`src/design/i2c_seq_pkg.sv`:
```
// Shared types, command codes and micro-step table of the I2C bit sequencer.
package i2c_seq_pkg;

   typedef logic [2:0]  func_type;
   typedef logic [3:0]  op_type;
   typedef logic [2:0]  step_type;
   typedef logic [15:0] delay_type;

   localparam func_type CMD_NONE    = 3'd0;
   localparam func_type CMD_START   = 3'd1;
   localparam func_type CMD_STOP    = 3'd2;
   localparam func_type CMD_WRITE   = 3'd3;
   localparam func_type CMD_READ    = 3'd4;
   localparam func_type CMD_PUT_ACK = 3'd5;
   localparam func_type CMD_GET_ACK = 3'd6;

   localparam op_type OP_SCL0   = 4'd0;
   localparam op_type OP_SCL1   = 4'd1;
   localparam op_type OP_SDA0   = 4'd2;
   localparam op_type OP_SDA1   = 4'd3;
   localparam op_type OP_SDAB   = 4'd4;
   localparam op_type OP_WAIT   = 4'd5;
   localparam op_type OP_SCLTX  = 4'd6;
   localparam op_type OP_SCLRX  = 4'd7;
   localparam op_type OP_SCLACK = 4'd8;

   localparam delay_type UNIT_DELAY_RESET = 16'd50;

   // Micro-step of a command at a step position.
   function automatic op_type seq_op(input func_type cmd, input step_type step);
      op_type op;
      op = OP_SCL0;
      case (cmd)
         CMD_START: begin
            case (step)
               3'd1:    op = OP_SDA1;
               3'd2:    op = OP_SCL1;
               3'd3:    op = OP_WAIT;
               3'd4:    op = OP_SDA0;
               3'd5:    op = OP_WAIT;
               default: op = OP_SCL0;
            endcase
         end
         CMD_STOP: begin
            case (step)
               3'd0:    op = OP_SCL0;
               3'd1:    op = OP_SDA0;
               3'd2:    op = OP_SCL1;
               3'd4:    op = OP_SDA1;
               default: op = OP_WAIT;
            endcase
         end
         CMD_WRITE: begin
            case (step)
               3'd1:    op = OP_SDAB;
               3'd2:    op = OP_WAIT;
               3'd3:    op = OP_WAIT;
               3'd4:    op = OP_SCLTX;
               3'd5:    op = OP_WAIT;
               default: op = OP_SCL0;
            endcase
         end
         CMD_READ: begin
            case (step)
               3'd1:    op = OP_SDA1;
               3'd3:    op = OP_WAIT;
               3'd4:    op = OP_WAIT;
               3'd5:    op = OP_SCLRX;
               3'd6:    op = OP_WAIT;
               default: op = OP_SCL0;
            endcase
         end
         CMD_PUT_ACK: begin
            case (step)
               3'd1:    op = OP_SDAB;
               3'd2:    op = OP_WAIT;
               3'd3:    op = OP_WAIT;
               3'd4:    op = OP_SCL1;
               3'd5:    op = OP_WAIT;
               default: op = OP_SCL0;
            endcase
         end
         CMD_GET_ACK: begin
            case (step)
               3'd1:    op = OP_SDA1;
               3'd2:    op = OP_WAIT;
               3'd3:    op = OP_WAIT;
               3'd4:    op = OP_SCLACK;
               3'd5:    op = OP_WAIT;
               default: op = OP_SCL0;
            endcase
         end
         default: op = OP_SCL0;
      endcase
      return op;
   endfunction

endpackage

```
`src/design/i2c_seq_if.sv`:
```
// Request and response channel interfaces of the I2C bit sequencer.
interface i2c_seq_req_if;
   logic       valid;
   logic       ready;
   logic [2:0] func;
   logic [7:0] data_byte;
   logic       ack_level;
   logic       sda_sample;

   modport source (output valid, func, data_byte, ack_level, sda_sample, input ready);
   modport sink   (input valid, func, data_byte, ack_level, sda_sample, output ready);
endinterface

interface i2c_seq_rsp_if;
   logic       valid;
   logic       ready;
   logic       scl_level;
   logic       sda_drive;
   logic       busy_res;
   logic       done_res;
   logic [7:0] read_byte;
   logic       ack_seen;

   modport source (output valid, scl_level, sda_drive, busy_res, done_res, read_byte,
                   ack_seen, input ready);
   modport sink   (input valid, scl_level, sda_drive, busy_res, done_res, read_byte,
                   ack_seen, output ready);
endinterface

```
`src/design/i2c_master_bit_sequencer.sv`:
```
// I2C master bit sequencer: one tick item in, one pin/status item out.
// Response valid is registered and rises in the cycle after request accept.
// Throughput: 1 item per cycle; request ready stays high while the response
//   register is empty or being drained in the same cycle.
// Reset (synchronous, active high): sequencer idle, SCL/SDA released high,
//   unit delay back to 50 ticks, read byte and ack status cleared.
module i2c_master_bit_sequencer
   import i2c_seq_pkg::*;
(
   input  logic           clock,
   input  logic           reset,
   input  logic           csr_we,
   input  logic [15:0]    csr_wdata,
   i2c_seq_req_if.sink    req_chan,
   i2c_seq_rsp_if.source  rsp_chan
);

   // Architectural state of the sequencer
   delay_type delay_ff;
   func_type  cmd_ff,   cmd_in;
   step_type  step_ff,  step_in;
   logic [2:0] bit_ff,  bit_in;
   delay_type wait_ff,  wait_in;
   logic [7:0] shift_ff, shift_in;
   logic      scl_ff,   scl_in;
   logic      sda_ff,   sda_in;
   logic      ack_ff,   ack_in;
   logic [7:0] rd_ff,   rd_in;

   // Response register
   logic       rsp_valid_ff, rsp_valid_in;
   logic       rsp_busy_ff,  rsp_done_ff;
   logic       busy_in,      done_in;

   logic       req_fire;

   // Take a new tick whenever the response slot is free or drains now.
   assign req_chan.ready = !rsp_valid_ff || rsp_chan.ready;
   assign req_fire       = req_chan.valid && req_chan.ready;
   assign rsp_valid_in   = req_fire || (rsp_valid_ff && !rsp_chan.ready);

   // One tick of the sequencer: command pickup, then one micro-step.
   always_comb begin
      func_type  cmd_eff;
      op_type    op;
      logic      step_done;
      logic [16:0] wait_sum;
      delay_type limit;
      logic      loops;
      step_type  loop_first, loop_last;
      logic [3:0] step_sum, seq_len;

      cmd_in   = cmd_ff;
      step_in  = step_ff;
      bit_in   = bit_ff;
      wait_in  = wait_ff;
      shift_in = shift_ff;
      scl_in   = scl_ff;
      sda_in   = sda_ff;
      ack_in   = ack_ff;
      rd_in    = rd_ff;
      busy_in  = 1'b0;
      done_in  = 1'b0;

      // Pick up a command only from idle; anything else is dropped.
      cmd_eff = cmd_ff;
      if (cmd_ff == CMD_NONE && req_chan.func inside {[CMD_START:CMD_GET_ACK]}) begin
         cmd_eff = req_chan.func;
         step_in = '0;
         bit_in  = '0;
         wait_in = '0;
         if (req_chan.func == CMD_WRITE) begin
            shift_in = req_chan.data_byte;
         end else if (req_chan.func == CMD_PUT_ACK) begin
            // put ack reuses the SDA-from-MSB step
            shift_in = {req_chan.ack_level, 7'd0};
         end
      end
      cmd_in = cmd_eff;

      op        = seq_op(cmd_eff, step_in);
      step_done = 1'b1;
      wait_sum  = {1'b0, wait_in} + 17'd1;
      limit     = (delay_ff == '0) ? 16'd1 : delay_ff;

      loops      = (cmd_eff == CMD_WRITE) || (cmd_eff == CMD_READ);
      loop_first = (cmd_eff == CMD_READ) ? 3'd2 : 3'd0;
      loop_last  = (cmd_eff == CMD_READ) ? 3'd6 : 3'd5;
      seq_len    = (cmd_eff == CMD_READ) ? 4'd8 : 4'd7;
      step_sum   = {1'b0, step_in} + 4'd1;

      if (cmd_eff != CMD_NONE) begin
         busy_in = 1'b1;
         case (op)
            OP_SCL0:   scl_in = 1'b0;
            OP_SCL1:   scl_in = 1'b1;
            OP_SDA0:   sda_in = 1'b0;
            OP_SDA1:   sda_in = 1'b1;
            OP_SDAB:   sda_in = shift_in[7];
            OP_SCLTX: begin
               scl_in   = 1'b1;
               shift_in = {shift_in[6:0], 1'b0};
            end
            OP_SCLRX: begin
               scl_in   = 1'b1;
               shift_in = {shift_in[6:0], req_chan.sda_sample};
            end
            OP_SCLACK: begin
               scl_in = 1'b1;
               ack_in = req_chan.sda_sample;
            end
            default: begin
               // wait: hold pins for limit ticks
               if (wait_sum >= {1'b0, limit}) begin
                  wait_in = '0;
               end else begin
                  wait_in   = wait_sum[15:0];
                  step_done = 1'b0;
               end
            end
         endcase

         if (step_done) begin
            if (loops && step_in == loop_last && bit_in != 3'd7) begin
               bit_in  = bit_in + 3'd1;
               step_in = loop_first;
            end else if (step_sum >= seq_len) begin
               if (cmd_eff == CMD_READ) begin
                  rd_in = shift_in;
               end
               done_in = 1'b1;
               cmd_in  = CMD_NONE;
               step_in = '0;
               bit_in  = '0;
            end else begin
               step_in = step_sum[2:0];
            end
         end
      end
   end

   always_ff @(posedge clock) begin
      if (reset) begin
         delay_ff     <= UNIT_DELAY_RESET;
         cmd_ff       <= CMD_NONE;
         step_ff      <= '0;
         bit_ff       <= '0;
         wait_ff      <= '0;
         shift_ff     <= '0;
         scl_ff       <= 1'b1;
         sda_ff       <= 1'b1;
         ack_ff       <= 1'b0;
         rd_ff        <= '0;
         rsp_valid_ff <= 1'b0;
      end else begin
         rsp_valid_ff <= rsp_valid_in;
         if (csr_we) begin
            delay_ff <= csr_wdata;
         end
         if (req_fire) begin
            cmd_ff   <= cmd_in;
            step_ff  <= step_in;
            bit_ff   <= bit_in;
            wait_ff  <= wait_in;
            shift_ff <= shift_in;
            scl_ff   <= scl_in;
            sda_ff   <= sda_in;
            ack_ff   <= ack_in;
            rd_ff    <= rd_in;
         end
      end
   end

   // Per-item status flags ride with the response; pins come from state.
   always_ff @(posedge clock) begin
      if (req_fire) begin
         rsp_busy_ff <= busy_in;
         rsp_done_ff <= done_in;
      end
   end

   assign rsp_chan.valid     = rsp_valid_ff;
   assign rsp_chan.scl_level = scl_ff;
   assign rsp_chan.sda_drive = sda_ff;
   assign rsp_chan.busy_res  = rsp_busy_ff;
   assign rsp_chan.done_res  = rsp_done_ff;
   assign rsp_chan.read_byte = rd_ff;
   assign rsp_chan.ack_seen  = ack_ff;

endmodule

```
`src/flat_wrapper.sv`:
```
// flat-port wrapper written by rule: the top's interface ports become plain ports
module i2c_master_bit_sequencer_flat import i2c_seq_pkg::*;
  (clock, reset, csr_we, csr_wdata, req_chan_valid, req_chan_func, req_chan_data_byte, req_chan_ack_level, req_chan_sda_sample, req_chan_ready, rsp_chan_valid, rsp_chan_scl_level, rsp_chan_sda_drive, rsp_chan_busy_res, rsp_chan_done_res, rsp_chan_read_byte, rsp_chan_ack_seen, rsp_chan_ready);
  i2c_seq_req_if req_chan_i ();
  i2c_seq_rsp_if rsp_chan_i ();
  input  logic clock;
  input  logic reset;
  input  logic csr_we;
  input  logic [15:0] csr_wdata;
  input wire logic [$bits(req_chan_i.valid)-1:0] req_chan_valid;
  input wire logic [$bits(req_chan_i.func)-1:0] req_chan_func;
  input wire logic [$bits(req_chan_i.data_byte)-1:0] req_chan_data_byte;
  input wire logic [$bits(req_chan_i.ack_level)-1:0] req_chan_ack_level;
  input wire logic [$bits(req_chan_i.sda_sample)-1:0] req_chan_sda_sample;
  output wire logic [$bits(req_chan_i.ready)-1:0] req_chan_ready;
  output wire logic [$bits(rsp_chan_i.valid)-1:0] rsp_chan_valid;
  output wire logic [$bits(rsp_chan_i.scl_level)-1:0] rsp_chan_scl_level;
  output wire logic [$bits(rsp_chan_i.sda_drive)-1:0] rsp_chan_sda_drive;
  output wire logic [$bits(rsp_chan_i.busy_res)-1:0] rsp_chan_busy_res;
  output wire logic [$bits(rsp_chan_i.done_res)-1:0] rsp_chan_done_res;
  output wire logic [$bits(rsp_chan_i.read_byte)-1:0] rsp_chan_read_byte;
  output wire logic [$bits(rsp_chan_i.ack_seen)-1:0] rsp_chan_ack_seen;
  input wire logic [$bits(rsp_chan_i.ready)-1:0] rsp_chan_ready;
  assign req_chan_i.valid = req_chan_valid;
  assign req_chan_i.func = req_chan_func;
  assign req_chan_i.data_byte = req_chan_data_byte;
  assign req_chan_i.ack_level = req_chan_ack_level;
  assign req_chan_i.sda_sample = req_chan_sda_sample;
  assign req_chan_ready = req_chan_i.ready;
  assign rsp_chan_valid = rsp_chan_i.valid;
  assign rsp_chan_scl_level = rsp_chan_i.scl_level;
  assign rsp_chan_sda_drive = rsp_chan_i.sda_drive;
  assign rsp_chan_busy_res = rsp_chan_i.busy_res;
  assign rsp_chan_done_res = rsp_chan_i.done_res;
  assign rsp_chan_read_byte = rsp_chan_i.read_byte;
  assign rsp_chan_ack_seen = rsp_chan_i.ack_seen;
  assign rsp_chan_i.ready = rsp_chan_ready;
  i2c_master_bit_sequencer u_core (.clock(clock), .reset(reset), .csr_we(csr_we), .csr_wdata(csr_wdata), .req_chan(req_chan_i), .rsp_chan(rsp_chan_i));
endmodule
```
`config.mk`:
```
export PLATFORM = sky130hd
export DESIGN_NAME = i2c_master_bit_sequencer_flat
export DESIGN_NICKNAME = d
export VERILOG_FILES = /design/src/design/i2c_seq_pkg.sv /design/src/design/i2c_seq_if.sv /design/src/design/i2c_master_bit_sequencer.sv /design/src/flat_wrapper.sv
export SDC_FILE = /design/constraint.sdc
export NUM_CORES = 1
export LEC_CHECK = 0
export BUFFER_PORTS_ARGS = -buffer_cell sky130_fd_sc_hd__buf_2
export CAP_MARGIN = 20
export CORE_MARGIN = 2
export CORE_UTILIZATION = 60
export DETAILED_ROUTE_END_ITERATION = 6
export GPL_TIMING_DRIVEN = 0
export PLACE_DENSITY = 0.81
export SLEW_MARGIN = 20
export SYNTH_ARGS = -nofsm -noshare
export SYNTH_HDL_FRONTEND = slang
export SYNTH_SLANG_ARGS = --single-unit
```
`constraint.sdc`:
```
create_clock -name clock -period 5.15 [get_ports clock]
set_clock_uncertainty 0.05 [all_clocks]
set_input_delay 0.2575 -clock clock [delete_from_list [all_inputs] [get_ports clock]]
set_output_delay 0.2575 -clock clock [all_outputs]
set_load 0.02 [all_outputs]
```
Yosys cells after proc, flatten, opt, wreduce, memory -nomap -nowiden
Index checks and enable logic that the tools add are counted.
- divide/modulo/power cells: 0
- multipliers: 0
- shift-type cells: 0
- bitwise logic cells: 3
- $add $sub $neg: 3
- eq/ne operators: 23
- magnitude comparators: 4
- mux-type cells: 42
- reduce and logical (&&, ||, !) cells: 28
- operators with widths (kind ; count):
    $mux W16 ; 5
    $mux W3 ; 15
    $mux W8 ; 4
    $pmux W3 S3 ; 3
    $pmux W3 S4 ; 2
    $pmux W4 S6 ; 1
    $eq A3 B3 Y1 const B ; 7
    $add A16 B1 Y17 const B ; 1
    $ge A17 B16 Y1 ; 1
    $logic_not A16 Y1 ; 1
    $pmux W8 S2 ; 1
    $eq A3 B2 Y1 const B ; 5
    $eq A4 B3 Y1 const B ; 3
    $pmux W4 S3 ; 1
    $reduce_and A3 Y1 ; 3
    $reduce_or A3 Y1 ; 3
    $eq A4 B2 Y1 const B ; 2
    $reduce_or A8 Y1 ; 1
    $eq A3 B1 Y1 const B ; 2
    $logic_and A1 B1 Y1 ; 6
    $logic_not A3 Y1 ; 2
    $reduce_and A6 Y1 ; 1
    $reduce_bool A3 Y1 ; 2
    $mux W1 ; 5
    other kinds (20) ; 26
- word-level logic and storage cells: 116
- output and inout bits: 15
- flip-flop bits (word level): 63
- memories kept: 0
- bits in writable memories: 0
- memory bits (read-only): 0
- bits of input ports: 34
- latch bits: 0

Depth between registers and ports, before layout
- depth in word-level cells: 14
- gate-level depth with buffers: 23
- depth with buffers taken out: 19

Worst setup path before layout
OpenSTA, ideal clock, no wires.
- path kind: input to register
- start: input req_chan_func[0]
- end: register u_core.step_ff[2]
- path buffers: 3
- setup time: 86 ps
- data arrival time: 4337 ps
- data required time: 5014 ps
- cell stages on the path: 20
- slack: 677 ps
- cells stage by stage: clkbuf_1 > or3_1 > nand3_1 > clkbuf_1 > and2_1 > ha_1 > nand3_1 > nor3_1 > and3_1 > nand3_1 > xor2_1 > nor2_1 > ha_1 > a2111oi_0 > a31o_2 > o2111ai_2 > nand2_1 > buf_6 > mux2_1 > a221oi_2
- longest elaborated chain between the ends: 14
- elaborated cells between the ends (all ways): 59
- classes of those cells: add/sub (2); order compare (4); eq/ne (21); mux (20); reduce/logical (12)
- ends and longest elaborated chain (item ; line ; RTL):
    start: declaration ; flat_wrapper.sv:11 ; input wire logic [$bits(req_chan_i.func)-1:0] req_chan_func;
    parallel branches: the longest is 13 deep, another holds $add A16 B1 Y17 ; - ;
    $mux W3 (*) ; i2c_master_bit_sequencer.sv:92 ; if (cmd_eff != CMD_NONE) begin
    end signal: assignment ; i2c_master_bit_sequencer.sv:162 ; step_ff <= step_in;
    end: declaration ; i2c_master_bit_sequencer.sv:21 ; step_type step_ff, step_in;
Every way passes the cells marked *. The select of a mux whose other input is x is not followed.
A chain may end at the register's enable or synchronous reset.

Worst setup path in the final report
- start: register u_core.cmd_ff[2]
- end: register u_core.step_ff[2]
- longest elaborated chain between the ends: 13
- elaborated cells between the ends (all ways): 57
- classes of those cells: add/sub (2); order compare (2); eq/ne (21); mux (20); reduce/logical (12)
- ends and longest elaborated chain (item ; line ; RTL):
    start: declaration ; i2c_master_bit_sequencer.sv:20 ; func_type cmd_ff, cmd_in;
    start signal: assignment ; i2c_master_bit_sequencer.sv:161 ; cmd_ff <= cmd_in;
    parallel branches: the longest is 12 deep, another holds $add A16 B1 Y17 ; - ;
    $mux W3 (*) ; i2c_master_bit_sequencer.sv:92 ;
Marked as above.

==> impl_metrics.csv <==
group,metric,value,unit
sta,rsz0062_at_grt,"no",
job,max_cap_violations,0,
layout,drive_above_1_share,0.137,
sta,worstMarginPinSlew,1.10,ns
synth,synth_top_area_cell,"dfxtp_1",
synth,synth_area,0.00453,mm²
layout,diodes,0,
power_and_ir_drop,power_density,246,mW/mm²
synth,synth.ff_latch_count,63,
cts,htree_levels,3,
placed_design,port_buffers,46,
critical_path,critPathArrivalTime,5.05,ns
floorplan,fp-row-count,31,
synth,syn_inst,593,
route,vias_per_cell,6.12,
floorplan,dieWidth,90.9,µm
status,run_status,"complete, no violations",
route,wl_per_cell,16.3,µm
route,drt-initial-drc-count,333,
layout,multiInputGateArea,0.00300,mm²
critical_path,r2r_slack,0.31,ns
global_route,grt_pass1_vias,4397,
floorplan,dieHeight,90.9,µm
cts,cts_buffer_depth,2,
sta,whs,0.0862,ns
critical_path,path_class,"reg -> reg",
synth,synth-simple-area-share,0.245,
hold_path,hp-start,"csr_wdata[5]",
global_route,grt_max_degree,12,
layout,num-nets-final,713,
sta,maxSlewViolCount,0,
placed_design,routabilityCongestion,0.918,
global_route,grt_first_pass_wirelength,20.6,mm
floorplan,core-area,0.00729,mm²
synth,ys_top_cells_by_area,"dfxtp_1 (27%), ha_1 (8.0%), nand2_1 (5.4%)",
cts,clock_sinks,63,
route,ant_nets,0,
hold_path,hold_depth,3,
synth,netlist.area_leader.share,0.269,
layout,syn_to_final_growth,12.6,%
synth,synthAdderAreaFrac,0.0801,
layout,regArea,0.00128,mm²
route,firstDrtPassIters,5,
global_route,grt_overflow_total,0,
hold_path,min_to,"u_core.delay_ff[5]$_SDFFE_PP1P_",
synth,avgSynthCellArea,7.64,µm²
power_and_ir_drop,max-vdd-ir-drop,0.000250,V
cts,cts_tree,"built",
sta,fmax,207,MHz
critical_path,path_max_fanout,10,
hold_path,hp-class,"in -> reg",
layout,fin_util,0.700,
placed_design,place_hpwl,9.30,mm
power_and_ir_drop,total_power,1.26,mW
synth,synth_top_family_by_area,"simple AND/OR/NAND/NOR gates",
layout,fillers,627,
synth,syn_nets,656,
synth,synth_xor_area_frac,0.0387,
cts,numCtsBuffers,9,
cts,ctsHoldBuffers,0,
synth,synth.area.mux_share,0.0569,
global_route,track_usage,0.302,
sta,setup_tns,0,ns
floorplan,initial_core_util,0.621,
critical_path,start_kind,"flip-flop",
critical_path,crit_required,5.37,ns
synth,synth-edff-count,2,
cts,clockRootBuffer,"clkbuf_8",
sta,finalCritPeriodShare,0.939,
cts,worst_setup_hold_path_clk_slew,0.07,ns
power_and_ir_drop,leakagePower,2.09,nW
sta,finalSetupViolCount,0,
sta,final-hold-violation-count,0,
cts,insertion_delay,0.35,ns
critical_path,r2r-end,"u_core.step_ff[2]$_SDFFE_PP0P_",
synth,synth_compound_area_frac,0.235,
floorplan,die-area,0.00826,mm²
floorplan,io_pins,49,
route,vias,4611,
synth,yosys_warnings,0,
synth,ys_dominant_reg_cell,"dfxtp_1",
critical_path,r2r_cells,22,
critical_path,end_kind,"flip-flop",
sta,slew_headroom,0.258,
synth,yosysUniqueCellTypes,66,
route,drc,0,
synth,ys_async_sr_fraction,0,
synth,yosysSeqAreaShare,0.283,
global_route,antenna_found_initial,0,
sta,fin_crit,4.84,ns
critical_path,r2r-start,"u_core.cmd_ff[2]$_SDFFE_PP0P_",
route,totalWireLength,12.3,mm
critical path, cell delays in order (launching register included):
cell	delay (ns)
dfxtp_1	0.46
nor3_2	0.10
buf_4	0.20
nand3_2	0.13
buf_2	0.25
and2_1	0.19
ha_2	0.25
nand3_1	0.17
nor2_1	0.20
nand4_1	0.18
xor2_1	0.20
nor2_1	0.08
ha_1	0.34
a211o_1	0.27
a21oi_1	0.12
o21ai_0	0.09
o21ai_0	0.21
a31o_2	0.25
o2111ai_2	0.14
nand2_1	0.16
buf_6	0.16
mux2_1	0.35
a221oi_2	0.21
worst max path at each step:
stage	from	endpoint	slack [ns]	depth (start not counted)
4_1_cts	u_core.cmd_ff[2]$_SDFFE_PP0P_	u_core.step_ff[2]$_SDFFE_PP0P_	0.04	20
3_3_place_gp	u_core.cmd_ff[2]$_SDFFE_PP0P_	u_core.step_ff[2]$_SDFFE_PP0P_	-0.1	22
2_1_floorplan	req_chan_func[0]	u_core.step_ff[2]$_SDFFE_PP0P_	0.68	20
5_1_grt	u_core.cmd_ff[2]$_SDFFE_PP0P_	u_core.step_ff[2]$_SDFFE_PP0P_	0.04	22
3_5_place_dp	u_core.cmd_ff[0]$_SDFFE_PP0P_	u_core.step_ff[2]$_SDFFE_PP0P_	-0.19	20
6_report	u_core.cmd_ff[2]$_SDFFE_PP0P_	u_core.step_ff[2]$_SDFFE_PP0P_	0.31	22
logic make-up (layout without fill, tap and decap cells):
kind of cell / Yosys count / after routing
adders and majority gates: 29 / 29
buffers and inverters: 69 / 131
muxes: 25 / 25
xor gates and xnor gates: 20 / 20
DFF: 63 / 63
AOI/OAI and AO/OA: 161 / 161
and+or+nand+nor: 226 / 226
cells in the mapped netlist (all sizes together) (11+ instances only):
master and number:
a21oi 48, a31oi 12, a32oi 12, buf 12, clkbuf 25, dfxtp 61, ha 29, inv 32
mux2i 19, nand2 65, nand3 24, nor2 55, nor2b 11, nor3 15, o21ai 42
through the flow:
stage	instance area, µm²	instances	setup WS [ns]
floorplan	4530	593	0.677
global placement	4890	738	-0.0991
detailed placement	4890	738	-0.188
CTS	5080	754	0.0417
global route	5100	754	0.0363
finish	5100	754	0.315
area by class of cell:
type / instances / share of cell area
Buffer: 37 / 0.0321
Tap cell: 99 / 0.0243
Timing Repair Buffer: 46 / 0.0451
Sequential cell: 63 / 0.251
Inverter: 32 / 0.0235
Multi-Input combinational cell: 461 / 0.587
Clock buffer: 11 / 0.0257
Clock inverter: 5 / 0.0115
flip-flops by register name (all words and copies together) (netlist names), 3 cells and up:
register,flops
u_core.step_ff,3
u_core.bit_ff,3
u_core.shift_ff,8
u_core.cmd_ff,3
u_core.delay_ff,16
u_core.wait_ff,16
u_core.rsp_chan.read_byte,8
routing by layer:
| layer | share of wire | global-route usage | up-vias |
|---|---|---|---|
| met2 | 0.50 | 0.523 | 163 |
| met4 | 0.015 | 0.0795 | 0 |
| met1 | 0.42 | 0.383 | 2169 |
| met5 | 0 | 0 | - |
| li1 | - | - | 2257 |
| met3 | 0.067 | 0.0618 | 22 |
what timing repair did:
item                                    in CTS  in global routing
endpoints found under the hold margin        0                  0
resized for setup                            2                 10
setup buffers                                0                  0
pin swaps                                    0                  0
endpoints found under the setup margin      28                 33
cells in the final DEF, fill, tap and decap left out, drive strengths merged, types with 3 or more instances in the layout:
master / instances
o211ai: 7
nand4: 7
nand2: 65
clkbuf: 34
a31oi: 12
nand3: 24
a32oi: 12
ha: 29
nor2: 55
buf: 60
inv: 32
nor3b: 4
dfxtp: 61
nand3b: 3
a21o: 3
nor2b: 11
xnor2: 10
mux2: 6
mux2i: 19
nand2b: 6
o21ai: 42
o31ai: 4
or3: 6
xor2: 10
and3: 10
nor4: 6
a211oi: 7
nor3: 15
a311oi: 4
and2: 7
a21oi: 48
power by group:
part	switching (mW)	leakage, nW	total, mW	internal [mW]
registers	0.0166	0.515	0.525	0.508
clock network	0.202	0.0895	0.426	0.224
logic	0.201	1.49	0.306	0.105
No activity file was read; power rests on OpenSTA's default activity.
